<file path="config.mk">
export PLATFORM = sky130hd
export DESIGN_NAME = tea_cell
export DESIGN_NICKNAME = d
export VERILOG_FILES = /design/src/rtl/core/tea_pkg.sv /design/src/rtl/core/tea_cell.sv
export SDC_FILE = /design/constraint.sdc
export NUM_CORES = 1
export LEC_CHECK = 0
export BUFFER_PORTS_ARGS = -buffer_cell sky130_fd_sc_hd__buf_2
export CAP_MARGIN = 20
export CELL_PAD_IN_SITES_DETAIL_PLACEMENT = 0
export CELL_PAD_IN_SITES_GLOBAL_PLACEMENT = 1
export CORE_MARGIN = 10
export CORE_UTILIZATION = 37
export CTS_BUF_LIST = sky130_fd_sc_hd__clkbuf_8
export DETAILED_ROUTE_END_ITERATION = 6
export PLACE_DENSITY_LB_ADDON = 0.2
export SLEW_MARGIN = 25
export SYNTH_ARGS = -nofsm -noshare
export SYNTH_HDL_FRONTEND = slang
export SYNTH_SLANG_ARGS = --single-unit
</file>
<file path="constraint.sdc">
create_clock -name clk -period 0.8 [get_ports clk]
set_input_delay 0.04 -clock clk [delete_from_list [all_inputs] [get_ports clk]]
set_output_delay 0.04 -clock clk [all_outputs]
set_load 0.05 [all_outputs]
</file>
<file path="src/rtl/core/tea_pkg.sv">
// Types and constants shared by the TEA encryption pipeline.
`default_nettype none

package tea_pkg;

	typedef logic [31:0] word_t;

	typedef struct packed {
		word_t y;
		word_t z;
	} blk_t;

	localparam word_t DELTA = 32'h9E37_79B9;

	localparam int KEY_IDX_W = 2;
	typedef logic [KEY_IDX_W-1:0] key_idx_t;

	localparam key_idx_t KEY_W0 = 2'd0;
	localparam key_idx_t KEY_W1 = 2'd1;
	localparam key_idx_t KEY_W2 = 2'd2;
	localparam key_idx_t KEY_W3 = 2'd3;

endpackage

`default_nettype wire

</file>
<file path="src/rtl/core/tea_cell.sv">
// One half round of TEA: updates either the y or the z word, registered.
`default_nettype none

module tea_cell #(
	parameter bit          UPD_Y = 1'b1,
	parameter logic [31:0] SUM   = 32'h9E37_79B9
) (
	input  wire logic          clk,
	input  wire logic          arst_n,
	input  wire logic          en,
	input  wire logic          valid_i,
	input  wire tea_pkg::blk_t blk_i,
	input  wire tea_pkg::word_t key_a,
	input  wire tea_pkg::word_t key_b,
	output logic               valid_q,
	output tea_pkg::blk_t      blk_q
);

	tea_pkg::word_t src;
	tea_pkg::word_t mix;
	tea_pkg::blk_t  nxt;

	always_comb begin
		src = UPD_Y ? blk_i.z : blk_i.y;
		mix = ((src << 4) + key_a) ^ (src + SUM) ^ ((src >> 5) + key_b);
		nxt = blk_i;
		if (UPD_Y) begin
			nxt.y = blk_i.y + mix;
		end else begin
			nxt.z = blk_i.z + mix;
		end
	end

	always_ff @(posedge clk or negedge arst_n) begin
		if (!arst_n) begin
			valid_q <= 1'b0;
		end else if (en) begin
			valid_q <= valid_i;
		end
	end

	always_ff @(posedge clk) begin
		if (en) begin
			blk_q <= nxt;
		end
	end

endmodule

`default_nettype wire

</file>
==> summary.txt, run 1 <==
Outcome
  – Status: complete, but fails checks
  – Violations in the final reports: negative hold slack, negative setup slack

Logic synthesis
  – Synthesized area per cell: 9.23 µm²
  – Post-synthesis cell type with the largest combined area: edfxtp_1
  – Flop and latch count out of synthesis: 65
  – Leading cell types by total area after synthesis: edfxtp_1, xnor2_1, ha_1
  – Instance count of the mapped netlist: 793
  – Register area share after synthesis: 26.6%
  – Asr flop ratio synth: 1.54%
  – Leading register cell type out of synthesis: edfxtp_1
  – Post-synth cell types: 58
  – Synthesized netlist net count: 1,016
  – EDFF count, synth: 64
  – Synth Warn #: 0
  – Post-synthesis instance area: 7320 µm²
  – Top cell type's share of synthesized area: 26.2%

Power
  – Power per cell area: 2690 nW/µm²
  – Maximum VDD drop: 1.18 mV
  – Static Leak: 5.77 nW

Finish
  – Most common cell after layout, fill and taps aside: buf_4
  – Fraction of layout cells with a size suffix above 1: 50.3%
  – Area Overhead vs Synth: 72.0%
  – Most frequent cells in the layout: buf_4, xnor2_1, buf_2
  – Layout net count: 1,541

STA
  – Final Hold Slack: -0.0361 ns
  – Slew at the pin closest to its max-slew limit: 0.545 ns
  – Setup repair after global routing missed its margin: true
  – Max_slew headroom: 63.3%
  – Fin Clk Skew: 0 ns
  – Number of max-slew violations in the final report: 0
  – Post-route setup slack: -2.89 ns
  – Sum of negative setup slack: -79.41 ns
  – Fin crit share: 461%
  – Finish-stage setup viols: 96
  – Final Hold Fails: 1
  – Fmax: 271 MHz
  – Final worst path period need: 3.69 ns

Route
  – Router iterations before antenna repair: 5
  – DR iter-0 viols: 380
  – Vias per inst: 4.95
  – Average detailed-routed wire length per instance: 17.0 µm
  – Vias post-DR: 7,877
  – Final wirelength: 27.0 mm
  – Remaining design rule violation count: 0
  – Number of nets still failing antenna checks after routing: 0

Worst setup path
  – Maximum fanout along the worst path: 3
  – Slowest stage cell on the critical path: o32a_1
  – Number of cells on the critical path: 21
  – Setup slack on the worst flop-to-flop path: 0.02 ns
  – R2R Path End: valid_q$_DFFE_PN0P_
  – Worst setup path startpoint: key_a[4]
  – Data arrival, critical path: 3.82 ns
  – Count of buffer and inverter cells on the critical path: 2
  – R2R depth: 1
  – Startpoint of the worst register-to-register path: valid_q$_DFFE_PN0P_
  – Endpoint type of the worst setup path: flip-flop
  – Startpoint type of the worst setup path: primary input
  – Top delay family on crit path: compound AO/OA/AOI/OAI gates
  – WP data required: 0.94 ns
  – Crit-path max cell delay: 0.38 ns
  – Critical setup path kind: in -> reg
  – End point of the critical path: blk_q[63]$_DFFE_PP_
  – Critical path cell sequence: buf_6 -> ha_4 -> inv_2 -> fa_2 -> nand2b_4 -> a211oi_4 -> or2_2 -> a21o_1 -> a21oi_2 -> xnor2_2 -> xnor2_1 -> ha_1 -> nand3_2 -> nor2_2 -> nand3_1 -> a31oi_2 -> a21oi_2 -> o211a_1 -> o32a_1 -> xnor2_2 -> xnor2_1

CTS
  – Clock Root Buffer: clkbuf_8
  – CTS sink cnt: 65
  – Max clock buf depth: 2
  – CTS Hold Buffers Added: 14
  – Clock buffer count from CTS: 9
  – Clock latency at the later pin of the worst-skew pair: 0.37 ns
  – Clock tree from TritonCTS: built
  – Clock-pin transition on the worst setup and hold timing paths: 0.09 ns
  – H-tree levels: 3

Global routing
  – Global-route wire length before repair: 42.5 mm
  – Number of global-route vias before repair: 8,235
  – Remaining Overflow, GRT: 0
  – GRT Total Usage: 20.3%
  – Number of antenna violations at the first check in global routing: 2
  – Largest net degree at the start of global routing: 26

Die
  – Std cell rows: 51
  – Initial Utilization: 37.6%
  – Y dimension of the die: 161 µm
  – Die footprint: 25,800 µm²
  – Placeable core region: 19,500 µm²
  – Die width: 161 µm
  – I/O pin count: 197

Placement
  – Detailed Place HPWL: 21.9 mm
  – GP Congestion: 0.896
  – Number of buffers added on ports: 196

Job
  – Total of max-cap violations: 0

Worst hold path
  – Class of the most critical hold timing path: in -> reg
## what timing repair did
item,in CTS,in global routing
pin swaps,75,19
resized for setup,224,38
setup endpoints to repair,97,97
hold endpoints to repair,14,1
setup buffers,25,9
## through the flow
stage / worst slack (ns) / area [µm²] / power, W / util [%] / std cells
after global routing: -3.12 / 12600 / 0.0360 / 64.7 / 1590
after CTS: -2.90 / 12300 / 0.0328 / 63.3 / 1580
after detailed placement: -3.42 / 10900 / 0.0263 / 56.1 / 1526
after floorplan: -2.88 / 7510 / 0.0189 / - / 793
after global placement: -3.36 / 10900 / 0.0261 / 56.1 / 1526
final: -2.89 / 12600 / 0.0339 / 64.7 / 1590
## sequential cells by signal (all words and copies together), names as in the netlist
signal,cells
blk_q,64
valid_q,1
## report_power, final
group | switching, W | leakage [nW] | total [W] | internal, W
sequential | 0.000436 | 0.637 | 0.00575 | 0.00531
combinational | 0.0128 | 5.04 | 0.0253 | 0.0125
clock | 0.00162 | 0.0932 | 0.00281 | 0.00119
total | 0.0148 | 5.77 | 0.0339 | 0.0190
## synth_stat cells, types with 5 or more instances
cell type	n
a211oi_1	13
a21o_1	47
a21oi_1	59
a31oi_1	6
and2_1	5
and3_1	6
clkbuf_1	7
edfxtp_1	64
ha_1	88
inv_1	21
nand2_1	44
nand2b_1	12
nand3_1	20
nand4_1	8
nor2_1	50
nor2b_1	12
nor3_1	19
o211ai_1	9
o21a_1	7
o21ai_0	39
o21bai_1	12
xnor2_1	147
xor2_1	30
## kinds of logic (layout without fill, tap and decap cells)
group,count (synthesis),count (layout),synth area share (%)
buf+inv,28,558,1.44
compound gates,238,238,21.9
simple gates,193,193,13.0
fa+ha+maj,91,91,15.9
other cells,0,2,0
xor+xnor,177,177,21.2
mux,1,1,0.154
flops,65,65,26.6
## final cells by class
type,count,area (µm²)
Sequential cell,65,1950
Fill cell,1630,6870
Multi-Input combinational cell,700,6080
Clock inverter,6,35.0
Timing Repair Buffer,521,3970
Inverter,21,78.8
Antenna cell,2,5.00
Tap cell,265,332
Clock buffer,10,138
## metal layers
metal	GRT usage, %	wire (µm)	up-vias
met3	3.94	1380	26
met2	32.7	12500	192
met4	5.22	451	0
met1	27.1	12700	3668
met5	0	0	-
li1	-	-	3991
## how the worst min path moves through the flow
stage | end | startpoint | cells past startpoint
floorplan | valid_q$_DFFE_PN0P_ | arst_n | 0
global placement | valid_q$_DFFE_PN0P_ | arst_n | 1
detailed placement | valid_q$_DFFE_PN0P_ | arst_n | 1
CTS | blk_q[32]$_DFFE_PP_ | blk_i[32] | 2
global route | blk_q[32]$_DFFE_PP_ | blk_i[32] | 2
finish | blk_q[32]$_DFFE_PP_ | blk_i[32] | 2
Power figures use the tool's default switching activity.
==> run 2, diff against run 1 <==
- SETUP_SLACK_MARGIN: not set -> 0.2
==> summary.txt, run 2 (synthesis results as in run 1) <==
Worst setup path
  – Startpoint of the worst register-to-register path: valid_q$_DFFE_PN0P_
  – Maximum fanout along the worst path: 4
  – Slowest stage cell on the critical path: o32a_1
  – Critical path cell sequence: buf_2 -> ha_1 -> a21o_1 -> a41oi_1 -> o21ai_0 -> a21oi_1 -> nand2_1 -> a21o_1 -> a21oi_1 -> xnor2_1 -> ha_1 -> buf_4 -> nor2_1 -> nor2_1 -> o41ai_4 -> a31oi_2 -> a21oi_2 -> o211a_1 -> o32a_1 -> xnor2_1 -> xnor2_1
  – Top delay family on crit path: compound AO/OA/AOI/OAI gates
  – Crit-path max cell delay: 0.36 ns
  – Worst setup path startpoint: blk_i[14]
  – Startpoint type of the worst setup path: primary input
  – Critical setup path kind: in -> reg
  – Endpoint type of the worst setup path: flip-flop
  – Count of buffer and inverter cells on the critical path: 2
  – Critical path's most frequent cell: xnor2_1
  – WP data required: 0.94 ns
  – Data arrival, critical path: 3.83 ns

Finish
  – Largest registers ranked by flip-flop count: blk_q (64), valid_q (1)
  – Post-route non-filler standard cell count: 1,584
  – Largest register FFs: 64
  – Area Overhead vs Synth: 71.5%
  – Most common cell after layout, fill and taps aside: buf_4
  – Filler Cell Count: 1,657
  – Multi-input gate area in the final layout: 6050 µm²
  – Sequential cell area: 1950 µm²
  – Layout net count: 1,535
  – Post-route standard cell area excluding fillers: 12,600 µm²
  – Most frequent cells in the layout: buf_4, xnor2_1, buf_2
  – Largest reg by FF count: blk_q
  – Fraction of layout cells with a size suffix above 1: 50.3%

Die
  – I/O pin count: 197
  – Die footprint: 25,800 µm²
  – Placeable core region: 19,500 µm²
  – Die width: 161 µm
  – Initial Utilization: 37.6%
  – Y dimension of the die: 161 µm
  – Std cell rows: 51

CTS
  – CTS sink cnt: 65
  – H-tree levels: 3
  – CTS Hold Buffers Added: 5
  – Clock buffer count from CTS: 9
  – Clock-pin transition on the worst setup and hold timing paths: 0.09 ns
  – Max clock buf depth: 2
  – Clock tree from TritonCTS: built
  – Clock latency at the later pin of the worst-skew pair: 0.37 ns
  – Clock Root Buffer: clkbuf_8

Placement
  – Standard cell area after detailed placement: 10,900 µm²
  – Number of buffers added on ports: 196
  – Placed cell count: 1,526
  – GP Congestion: 0.896
  – Detailed Place HPWL: 21.9 mm

Global routing
  – Remaining Overflow, GRT: 0
  – Global-route wire length before repair: 42.5 mm
  – Largest net degree at the start of global routing: 26
  – Number of antenna violations at the first check in global routing: 2
  – GRT Total Usage: 20.2%
  – Number of global-route vias before repair: 8,221

STA
  – Sum of negative setup slack: -82.02 ns
  – Fmax: 271 MHz
  – Fin Clk Skew: 0 ns
  – Slew at the pin closest to its max-slew limit: 0.471 ns
  – Max_slew headroom: 68.2%
  – Number of max-slew violations in the final report: 0
  – Fin crit share: 462%
  – Final worst path period need: 3.69 ns
  – Setup repair after global routing missed its margin: true
  – Final Hold Slack: -0.100 ns
  – Final Hold Fails: 10
  – Post-route setup slack: -2.89 ns
  – Finish-stage setup viols: 97

Power
  – Combinational share of power: 75.3%
  – Flop pwr share: 16.6%
  – Internal power summed over all cells: 0.0195 W
  – Net switching power figure: 0.0151 W
  – Power per cell area: 2760 nW/µm²
  – Maximum VDD drop: 1.18 mV
  – Fraction of power consumed by the clock network: 8.1%
  – Static Leak: 5.77 nW
  – Switching share of total power: 43.7%
  – Post-route total power: 0.0347 W

Route
  – Vias post-DR: 7,818
  – Remaining design rule violation count: 0
  – Vias per inst: 4.94
  – Final wirelength: 26.9 mm
  – DR iter-0 viols: 345
  – Average detailed-routed wire length per instance: 17.0 µm
  – Router iterations before antenna repair: 5
  – Number of nets still failing antenna checks after routing: 0

Outcome
  – Status: complete, but fails checks
  – Violations in the final reports: negative hold slack, negative setup slack

Worst hold path
  – Class of the most critical hold timing path: in -> reg
  – Beginning of the worst hold path: valid_i

Job
  – Total of max-cap violations: 0
## run 2: cell types whose count changed in the layout (fill, tap and decap cells not counted), moves of 3 or more
| cell | previous run | this run |
|---|---|---|
| xnor2_2 | 19 | 15 |
| ha_4 | 14 | 11 |
| dlygate4sd3_1 | 14 | 4 |
| buf_6 | 78 | 94 |
| ha_1 | 69 | 73 |
| xnor2_1 | 127 | 130 |
| buf_4 | 301 | 287 |
## run 2: metrics by stage
| stage | setup slack, ns | hold WS (ns) | util (%) |
|---|---|---|---|
| after detailed placement | -3.42 | -0.183 | 56.1 |
| after global routing | -3.11 | -0.110 | 64.5 |
| after global placement | -3.36 | -0.185 | 56.1 |
| final | -2.89 | -0.100 | 64.5 |
| after floorplan | -2.88 | -0.256 | - |
| after CTS | -2.91 | -0.116 | 63.2 |
## run 2: metal layers
| layer | routed length, µm | up-vias | part of all wire, % | GRT usage (%) |
|---|---|---|---|---|
| met1 | 12700 | 3639 | 47 | 27.1 |
| met4 | 392 | 0 | 1.5 | 5.18 |
| met2 | 12400 | 183 | 46 | 32.7 |
| li1 | - | 3977 | - | - |
| met3 | 1370 | 19 | 5.1 | 3.78 |
| met5 | 0 | - | 0 | 0 |
## run 2: final timing paths
check / to / slack (ns) / depth (start not counted)
max in group asynchronous: valid_q$_DFFE_PN0P_ / 0.21 / 3
worst max register to register: valid_q$_DFFE_PN0P_ / 0.03 / 1
worst min register to register: valid_q$_DFFE_PN0P_ / 0.53 / 1
worst min-delay path: valid_q$_DFFE_PN0P_ / -0.1 / 2
worst max-delay path: blk_q[63]$_DFFE_PP_ / -2.89 / 21
min in group asynchronous: valid_q$_DFFE_PN0P_ / 0.49 / 3
## run 2: repair_timing
action | in CTS | in global routing
setup buffers | 27 | 8
resized for setup | 240 | 35
endpoints found under the hold margin | 14 | 10
pin swaps | 83 | 32
endpoints found under the setup margin | 98 | 99
## run 2: final cells by class
| cell class | count | share of cell area, % |
|---|---|---|
| Clock inverter | 6 | 0.279 |
| Multi-Input combinational cell | 700 | 48.2 |
| Inverter | 21 | 0.627 |
| Tap cell | 265 | 2.64 |
| Timing Repair Buffer | 515 | 31.7 |
| Clock buffer | 10 | 1.10 |
| Sequential cell | 65 | 15.5 |
| Antenna cell | 2 | 0.0398 |
## run 2: power groups by stage
stage	combinational (W)	sequential (W)	clock [W]
finish	0.0261	0.00575	0.00281
global route	0.0279	0.00586	0.00296
CTS	0.0246	0.00576	0.00287
detailed placement	0.0207	0.00559	0
global placement	0.0205	0.00556	0
floorplan	0.00988	0.00903	0
