`src/rtl/core/tea_pkg.sv`:
```
// Types and constants shared by the TEA encryption pipeline.
`default_nettype none

package tea_pkg;

	typedef logic [31:0] word_t;

	typedef struct packed {
		word_t y;
		word_t z;
	} blk_t;

	localparam word_t DELTA = 32'h9E37_79B9;

	localparam int KEY_IDX_W = 2;
	typedef logic [KEY_IDX_W-1:0] key_idx_t;

	localparam key_idx_t KEY_W0 = 2'd0;
	localparam key_idx_t KEY_W1 = 2'd1;
	localparam key_idx_t KEY_W2 = 2'd2;
	localparam key_idx_t KEY_W3 = 2'd3;

endpackage

`default_nettype wire

```
`src/rtl/core/tea_skid.sv`:
```
// Input skid stage: holds one word while the pipeline is frozen.
`default_nettype none

module tea_skid (
	input  wire logic          clk,
	input  wire logic          arst_n,
	input  wire logic          en,
	input  wire logic          plain_valid,
	input  wire tea_pkg::blk_t plain_blk,
	output logic               stall,
	output logic               src_valid,
	output tea_pkg::blk_t      src_blk
);

	logic          skid_v_q;
	tea_pkg::blk_t skid_q;

	always_ff @(posedge clk or negedge arst_n) begin
		if (!arst_n) begin
			skid_v_q <= 1'b0;
		end else if (en) begin
			skid_v_q <= 1'b0;
		end else if (plain_valid && !skid_v_q) begin
			skid_v_q <= 1'b1;
		end
	end

	always_ff @(posedge clk) begin
		if (!en && plain_valid && !skid_v_q) begin
			skid_q <= plain_blk;
		end
	end

	assign stall     = skid_v_q;
	assign src_valid = skid_v_q | plain_valid;
	assign src_blk   = skid_v_q ? skid_q : plain_blk;

endmodule

`default_nettype wire

```
`config.mk`:
```
export PLATFORM = sky130hd
export DESIGN_NAME = tea_skid
export DESIGN_NICKNAME = d
export VERILOG_FILES = /design/src/rtl/core/tea_pkg.sv /design/src/rtl/core/tea_skid.sv
export SDC_FILE = /design/constraint.sdc
export NUM_CORES = 1
export LEC_CHECK = 0
export ABC_AREA = 1
export BUFFER_PORTS_ARGS = -buffer_cell sky130_fd_sc_hd__buf_4
export CAP_MARGIN = 5
export CORE_ASPECT_RATIO = 1.75
export CORE_UTILIZATION = 46
export CTS_CLUSTER_SIZE = 8
export DETAILED_ROUTE_END_ITERATION = 10
export GPL_TIMING_DRIVEN = 1
export PLACE_DENSITY = 0.8
export SLEW_MARGIN = 10
export SYNTH_ARGS = -nofsm -noshare
export SYNTH_HDL_FRONTEND = slang
export SYNTH_SLANG_ARGS = --single-unit
export TNS_END_PERCENT = 100
```
`constraint.sdc`:
```
create_clock -name clk -period 5.3 [get_ports clk]
set_clock_uncertainty 0.1 [all_clocks]
set_input_delay 0.265 -clock clk [delete_from_list [all_inputs] [get_ports clk]]
set_output_delay 0.265 -clock clk [all_outputs]
set_load 0.05 [all_outputs]
```
==> impl_results.md, run 1 <==
- Inserted Diodes: 0
- Fin crit period: 2685 ps
- Switching Fraction: about a third
- # port buffers: approximately 130
- Commonest non-fill, non-tap cell in the layout: nand2_1
- Final-layout fill cell count: between 400 and 500
- Root Driver: clkbuf_8
- Nets@finish: 500
- Worst-path maximum fanout: 67
- Sequential Power Share: ~46%
- Largest net degree at the start of global routing: between 60 and 70
- Die Span Y: 104.8 microns
- Worst r2r src: stall
- Setup Buffers After CTS: 0
- P_sw: between 0.4 and 0.5 mW
- Synthesized area: 2780 sq um
- Worst-path clk slew: 60 ps
- Unique masters post-synth: 8
- Hold Fails Final Rpt: 0
- DP HPWL: 4637 microns
- Final Instance Area: ~4200 sq um
- CTS Hold Bufs: 17
- Starting Density: 47.66%
- Inst Count DP: 476
- H-tree depth: 3
- TritonRoute pass-1 iters: 6
- Fin. max-slew vios: 0
- Most frequent cells in the layout: 193 x nand2_1, 135 x buf_4, 64 x edfxtp_1
- Initial antenna violation count: 0
- Avg WL per Cell: between 10 and 15 microns
- Slew at the pin closest to its max-slew limit: 1078 ps
- Sequential area share after synthesis: 70.03%
- Critical path origin: stall
- Syn_nets: ~350
- Ys Warns: 0
- Vias in the first global route: 2310
- Worst slack, placed: about 2700 ps
- Crit path required time: about 5000 ps
- Syn Area/Cell: around 10 sq um
- Post-Synthesis Cells: around 280
- Max frequency: between 300 and 400 MHz
- Pleak: 2.007 nW
- Die area: about 6400 sq um
- Num CTS Buffers: 9
- GRT Total Usage: between 20 and 25%
- Hold Path Origin: plain_blk[58]
- Crit path launch type: register
- Share of layout cells above drive strength 1: between 30% and 40%
- Highest ir drop seen on vdd: around 0.2 mV
- Area after DPL: between 3000 and 4000 sq um
- Hold Crit Class: in2reg
- Synth top area share: ~69%
- Setup crit end kind: output port
- Final ANT Viol Nets: 0
- Vias/cell: approximately 4.7
- Post-CTS Resized: 0
- Comb pwr share: about 27%
- Grt total ovfl: 0
- Max_slew headroom: 28.16%
- CTS tree: built
- Setup ws final: roughly 2600 ps
- Top area cells in the synthesized netlist: edfxtp_1 69%, nand2_1 26%, buf_4 2.2%
- Routed wire length: 7029 microns
- IO Pins: around 130
- Pwr/cell area: 312.1 nW/um^2
- Fin crit share: 50.67%
- Syn-to-layout area delta: 51.08%
- Max-cap viol count: 0
- CP Class: reg2out
- Total power: approximately 1.3 mW
- Critical Path AT: 2320 ps
- Finish-stage setup viols: 0
- Final hold slack: 15.66 ps
- Fin cells: slightly above 500
- RSZ-0062 raised after global routing: no
- DRC viols: 0
- First-pass GRT wire length: 10450 microns
- Status: complete, no violations
- Cell Int Power: between 0.8 and 0.9 mW
- Core Region: 5833 sq um
- CTS max path bufs: 2
- Iter 0 DRT Violations: 120
- Clock power share: a little over a quarter
- Finished Core Util: 72.01%
- Via count: about 2400
- Final setup TNS: 0 ps
- Worst R2R Setup Slack: ~2700 ps
- CTS sink count: between 60 and 70
- Placer's final routability congestion estimate: approximately 0.77
- Row cnt: 37
- Clock latency at the later pin of the worst-skew pair: 330 ps
- Post-synthesis register bit count: 65
- Yosys top cell by area: edfxtp_1
- Die span in x: about 61 microns
-- sequential cells by signal, summed over array words and instances, names as in the netlist --
name    count
skid_q     64
stall       1
-- area by class of cell --
type / instances / area, sq um / area share [%]
Sequential cell: 65 / 1948 / 46.38
Timing Repair Buffer: 158 / 1244 / 29.61
Multi-Input combinational cell: 196 / 743.2 / 17.69
Tap cell: 78 / 97.59 / 2.324
Clock buffer: 16 / 160.2 / 3.813
Inverter: 2 / 7.507 / 0.1787
-- power by group through the flow --
stage	Combinational, mW	Sequential (mW)	Clock (mW)
6_report	0.359	0.603	0.350
5_1_grt	0.377	0.604	0.382
4_1_cts	0.355	0.603	0.355
3_5_place_dp	0.344	0.613	0
3_3_place_gp	0.340	0.612	0
2_1_floorplan	0.225	0.607	0
-- cells by family after synthesis --
kind of cell	after synthesis	share of synthesized area, %
buffers and inverters	16	3.510
DFF	65	70.03
and+or+nand+nor	196	26.46
-- worst paths after layout --
| check | end | depth (start not counted) |
|---|---|---|
| worst max-delay path | src_blk[4] | 5 |
| worst max register to register | skid_q[18] | 4 |
| worst min register to register | stall | 2 |
| min in group asynchronous | stall | 2 |
| worst min-delay path | skid_q[58] | 1 |
| max in group asynchronous | stall | 2 |
-- layer usage --
metal | wire length [microns] | GRT usage, % | up-vias | part of all wire, %
met1 | 2453 | 24.21 | 1121 | 35
met3 | 363 | 5.322 | 18 | 5.2
met5 | 0 | 0 | - | 0
met2 | 3991 | 39.64 | 96 | 57
met4 | 221 | 12.99 | 0 | 3.1
li1 | - | - | 1196 | -
-- synth_stat cells, drive strengths merged --
| master | number |
|---|---|
| inv | 2 |
| nor2 | 3 |
| nand2 | 193 |
| edfxtp | 64 |
| dfrtp | 1 |
| buf | 14 |
-- worst max-delay path, cell delays in order (launching register included) --
cell and delay [ps]:
dfrtp_2 790, inv_2 170, buf_4 530, nand2_1 160
nand2_1 120, buf_4 200
Power figures use the tool's default switching activity.
==> inputs of run 2 (changes only) <==
==> constraint.sdc (replaced) <==
create_clock -name clk -period 2.5 [get_ports clk]
set_clock_uncertainty 0.1 [all_clocks]
set_input_delay 0.125 -clock clk [delete_from_list [all_inputs] [get_ports clk]]
set_output_delay 0.125 -clock clk [all_outputs]
set_load 0.05 [all_outputs]
==> impl_results.md, run 2 (synthesized netlist as in run 1, its figures left out) <==
- Root Driver: clkbuf_8
- Finish-stage setup viols: 0
- R2R cell count: 4
- Hold Path Stages: 4
- Starting Density: between 40 and 50%
- Pleak: around 2.2 nW
- DRC viols: 0
- Crit path launch type: register
- Hold Fails Final Rpt: 0
- Register area: 1948 sq um
- DP HPWL: slightly below 5000 microns
- Finished Core Util: between 70% and 80%
- Commonest non-fill, non-tap cell in the layout: nand2_1
- P_sw: between 0.9 and 1 mW
- Inst Count DP: ~480
- Comb pwr share: between 30% and 40%
- Critical path origin: stall
- H-tree depth: 3
- CTS tree: built
- Pwr/cell area: slightly above 600 nW/um^2
- Row cnt: 37
- Max-cap viol count: 0
- Die Span Y: 104.8 microns
- Initial antenna violation count: 0
- Area of the multi-input gates: between 700 and 800 sq um
- RSZ-0062 raised after global routing: no
- Vias/cell: about 4.8
- Max incr delay on CP: between 500 and 600 ps
- Largest net degree at the start of global routing: between 60 and 70
- Sequential Power Share: ~45%
- Syn-to-layout area delta: 67.19%
- Fin. max-slew vios: 0
- CP cell instances: inv_2, buf_4, nand2_1, nand2_1, buf_4
- Avg WL per Cell: between 15 and 20 microns
- Worst R2R Setup Slack: 570 ps
- Die area: between 6000 and 7000 sq um
- Core Region: slightly below 6000 sq um
- Clock power share: 24.8%
- Highest ir drop seen on vdd: 0.5650 mV
- Via count: 2703
- Largest register FFs: 64
- Final-layout fill cell count: approximately 360
- Iter 0 DRT Violations: approximately 150
- CTS sink count: 65
- Max_slew headroom: 56.55%
- Worst r2r src: stall
- IO Pins: ~130
- Fin crit share: 82.39%
- Cell Int Power: ~1.9 mW
- Crit path max-delay cell type: buf_4
- Clock latency at the later pin of the worst-skew pair: ~320 ps
- Die span in x: ~60 microns
- Reg2reg end: stall
- Share of layout cells above drive strength 1: between 30% and 40%
- Setup crit end kind: output port
- Register with the highest flop count: skid_q
- Grt total ovfl: 0
- Vias in the first global route: 2954
- CTS max path bufs: 2
- Post-CTS Resized: 0
- Setup Buffers After CTS: 0
- Fin cells: 560
- Hold path endpoint: skid_q[42]
- Hold Crit Class: in2reg
- Num CTS Buffers: 9
- First-pass GRT wire length: around 13000 microns
- Final setup TNS: 0 ps
- Fin crit period: between 2000 and 2500 ps
- GRT Total Usage: 28.58%
- Hold Path Origin: plain_valid
- Slew at the pin closest to its max-slew limit: 651.7 ps
- Critical Path AT: about 1800 ps
- TritonRoute pass-1 iters: 5
- Switching Fraction: about a third
- Most frequent cells in the layout: 193 x nand2_1, 137 x buf_4, 68 x dlygate4sd3_1
- Max frequency: around 500 MHz
- Routed wire length: around 8600 microns
- Placer's final routability congestion estimate: slightly above 0.8
- CTS Hold Bufs: between 60 and 70
- Worst-path maximum fanout: 64
- Status: complete, no violations
- CP Class: reg2out
- Crit path required time: approximately 2300 ps
- Nets@finish: 547
- Worst-path clk slew: 60 ps
- # port buffers: between 100 and 150
- Inserted Diodes: 0
- Final ANT Viol Nets: 0
[run 2: cell types whose count changed in the layout (fill, tap and decap cells not counted), sizes merged]
cell         previous run  this run
buf                   135       137
clkinv                  0         2
dlygate4sd3            23        68
clkbuf                 16        12
[run 2: layout make-up]
type                       count  area share, %
clock buffer                  12          2.907
clock inverter                 2         0.1615
inverter                       2         0.1615
multi-input combinational    196          15.99
sequential                    65          41.91
tap                           78          2.100
timing repair buffer         205          36.77
[run 2: power groups by stage]
stage	Combinational (mW)	Clock [mW]	Sequential, mW
CTS	0.842	0.699	1.26
floorplan	0.479	0	1.28
detailed placement	0.754	0	1.28
finish	0.856	0.698	1.26
global route	0.897	0.758	1.26
global placement	0.743	0	1.28
[run 2: how the worst max path moves through the flow]
stage	endpoint	slack, ps	cells past startpoint
2_1_floorplan	skid_q[0]	140	4
3_3_place_gp	src_blk[1]	930	5
5_1_grt	src_blk[58]	370	5
6_report	src_blk[18]	440	5
4_1_cts	src_blk[24]	490	5
3_5_place_dp	src_blk[24]	850	5
[run 2: worst max-delay path: cells and delay by family (launching register included)]
kind | cells | cell delay (ps)
buffers and inverters | 3 | 760
flip-flops | 1 | 410
AND/OR/NAND/NOR | 2 | 300
[run 2: routing by layer]
layer	GRT usage, %	up-vias	wire [microns]
li1	-	1285	-
met1	27.91	1267	2914
met2	52.04	114	4936
met3	3.960	37	303
met4	18.51	0	424
met5	0	-	0
[run 2: stage by stage]
step	hold slack (ps)	cell area (sq um)	power [mW]	worst slack [ps]
3_5_place_dp	-195.9	3825	2.035	849.8
4_1_cts	397.9	4648	2.799	493.9
6_report	418.8	4648	2.812	440.2
5_1_grt	427.9	4648	2.916	373.5
2_1_floorplan	-270.6	2788	1.762	138.0
3_3_place_gp	-199.9	3825	2.022	925.5
==> inputs of run 3 (changes only) <==
--- a/config.mk
+++ b/config.mk
@@ -5,15 +5,15 @@
 export SDC_FILE = /design/constraint.sdc
 export NUM_CORES = 1
 export LEC_CHECK = 0
-export ABC_AREA = 1
+export ABC_AREA = 0
 export BUFFER_PORTS_ARGS = -buffer_cell sky130_fd_sc_hd__buf_4
 export CAP_MARGIN = 5
 export CORE_ASPECT_RATIO = 1.75
-export CORE_UTILIZATION = 46
+export CORE_UTILIZATION = 42
 export CTS_CLUSTER_SIZE = 8
 export DETAILED_ROUTE_END_ITERATION = 10
 export GPL_TIMING_DRIVEN = 1
-export PLACE_DENSITY = 0.8
+export PLACE_DENSITY = 0.76
 export SLEW_MARGIN = 10
 export SYNTH_ARGS = -nofsm -noshare
 export SYNTH_HDL_FRONTEND = slang
==> constraint.sdc (replaced) <==
create_clock -name clk -period 1.81 [get_ports clk]
set_clock_uncertainty 0.1 [all_clocks]
set_input_delay 0.0905 -clock clk [delete_from_list [all_inputs] [get_ports clk]]
set_output_delay 0.0905 -clock clk [all_outputs]
set_load 0.05 [all_outputs]
==> impl_results.md, run 3 <==
- Status: complete, no violations
- Nets@finish: approximately 420
- CTS tree: built
- Crit path required time: between 1500 and 2000 ps
- Setup crit end kind: output port
- Crit path launch type: register
- Sequential area share after synthesis: between 60% and 70%
- Initial antenna violation count: 0
- Unique masters post-synth: 10
- Row cnt: 39
- Worst-path clk slew: approximately 60 ps
- Count of flip-flops with a built-in enable after synthesis: 64
- Avg WL per Cell: between 15 and 20 microns
- Finish-stage setup viols: 0
- Final setup TNS: 0 ps
- Max_slew headroom: 79.06%
- Starting Density: 43.55%
- Area after DPL: slightly below 4000 sq um
- Placer's final routability congestion estimate: between 0.8 and 0.9
- Top cells by count, synth: 64 x edfxtp_1, 37 x mux2_2, 20 x mux2_4, 7 x mux2_1, 4 x buf_6
- Synthesized area: roughly 2800 sq um
- Syn Area/Cell: 20.33 sq um
- Post-synthesis register bit count: 65
- Post-Synthesis Cells: around 140
- Total power: roughly 4.4 mW
- Synth top area share: 67.99%
- Area of the multi-input gates: about 830 sq um
- Core Region: roughly 6500 sq um
- Max-cap viol count: 0
- Primary FF master, synth: edfxtp_1
- Fin crit share: a little over nine tenths
- IO Pins: roughly 130
- Max frequency: between 500 and 600 MHz
- Count leader, synth: edfxtp_1
- # port buffers: 133
- Iter 0 DRT Violations: 54
- DP HPWL: around 4500 microns
- Register with the highest flop count: skid_q
- Final Instance Area: between 4000 and 5000 sq um
- First-pass GRT wire length: between 10000 and 15000 microns
- Largest net degree at the start of global routing: 33
- TritonRoute pass-1 iters: 4
- Worst-path maximum fanout: 28
- Ys Warns: 0
- Syn_nets: between 200 and 250
- H-tree depth: 3
- Fin. max-slew vios: 0
- Register area: slightly below 2000 sq um
- Die area: 7074 sq um
- Syn-to-layout area delta: 75.12%
- Yosys top cell by area: edfxtp_1
- Fin crit period: 1775 ps
- Share of layout cells above drive strength 1: between 50% and 60%
- Die Span Y: 110.5 microns
- CTS sink count: between 60 and 70
- Hold Crit Class: in2reg
- CTS max path bufs: 2
- CP Class: reg2out
- Finished Core Util: 76.27%
- DRC viols: 0
- Via count: ~2100
- Top area cells in the synthesized netlist: edfxtp_1 68%, mux2_2 15%, mux2_4 11%
- Final-layout fill cell count: approximately 390
- Pwr/cell area: around 900 nW/um^2
- Vias/cell: ~4.7
- GRT Total Usage: between 20% and 30%
- Routed wire length: between 7000 and 8000 microns
- Die span in x: ~64 microns
- Clock latency at the later pin of the worst-skew pair: 320 ps
- Root Driver: clkbuf_16
- Vias in the first global route: about 2200
- Num CTS Buffers: 9
- Commonest non-fill, non-tap cell in the layout: buf_4
- Grt total ovfl: 0
- Critical Path AT: ~1600 ps
- Highest ir drop seen on vdd: 0.7394 mV
- Pleak: 2.042 nW
- Slew at the pin closest to its max-slew limit: around 310 ps
- Inserted Diodes: 0
- Most frequent cells in the layout: 126 x buf_4, 68 x dlygate4sd3_1, 64 x edfxtp_1
- Largest register FFs: between 60 and 70
- Final ANT Viol Nets: 0
- Ys async rst share: between 1.5 and 2%
- Hold Fails Final Rpt: 0
==> run 3: what timing repair did <==
item	4_1_cts	5_1_grt
setup buffers	0	1
endpoints found under the setup margin	52	41
cloned	1	0
hold buffers	68	0
gates resized for setup	11	0
endpoints found under the hold margin	66	0
==> run 3: cell families (layout without fill, tap and decap cells) <==
family                 Yosys count  count (layout)  share of synthesized area (%)
buffers and inverters            7             222                          2.125
flip-flops                      65              65                          68.88
AND/OR/NAND/NOR                  2               2                         0.4872
multiplexers                    64              64                          28.15
AO/OA/AOI/OAI                    1               1                         0.3542
==> run 3: layout make-up <==
cell class                      instances  area share (%)
Clock buffer                           10           4.626
Clock inverter                          5          0.4803
Multi-Input combinational cell         67           16.78
Sequential cell                        65           39.36
Tap cell                               82           2.073
Timing Repair Buffer                  207           36.68
==> run 3: critical path: stages, from the launching register on <==
cell and delay, ps:
dfrtp_2 460, buf_12 220, mux2_2 370, buf_4 190
==> run 3: metal layers <==
metal  part of all wire, %  global-route usage, %  vias to the layer above
li1                      -                      -                      970
met1                    36                  22.02                     1001
met2                    57                  38.30                       76
met3                   4.0                  5.682                       15
met4                   3.0                  12.42                        0
met5                     0                      0                        -
==> run 3: final timing paths <==
| kind | slack [ps] | depth (start not counted) | endpoint | startpoint |
|---|---|---|---|---|
| min in group asynchronous | 530 | 3 | stall | arst_n |
| setup reg to reg | 130 | 3 | stall | stall |
| hold reg to reg | 920 | 3 | skid_q[14] | stall |
| setup / recovery | 40 | 3 | src_blk[13] | stall |
| hold / removal | 170 | 3 | skid_q[14] | en |
| max in group asynchronous | 970 | 3 | stall | arst_n |
==> run 3: per-stage QoR <==
stage,worst slack (ps),std cells,hold WS (ps)
3_3_place_gp,298.2,351,-233.7
5_1_grt,-1.993,436,173.1
3_5_place_dp,282.2,351,-230.1
6_report,35.40,436,170.5
4_1_cts,-2.226,435,171.4
2_1_floorplan,-1213,139,-305.1
==> run 3: where the power goes <==
part           internal, mW  switching, mW
registers              1.73         0.0186
clock network         0.900          0.580
logic                 0.506          0.657
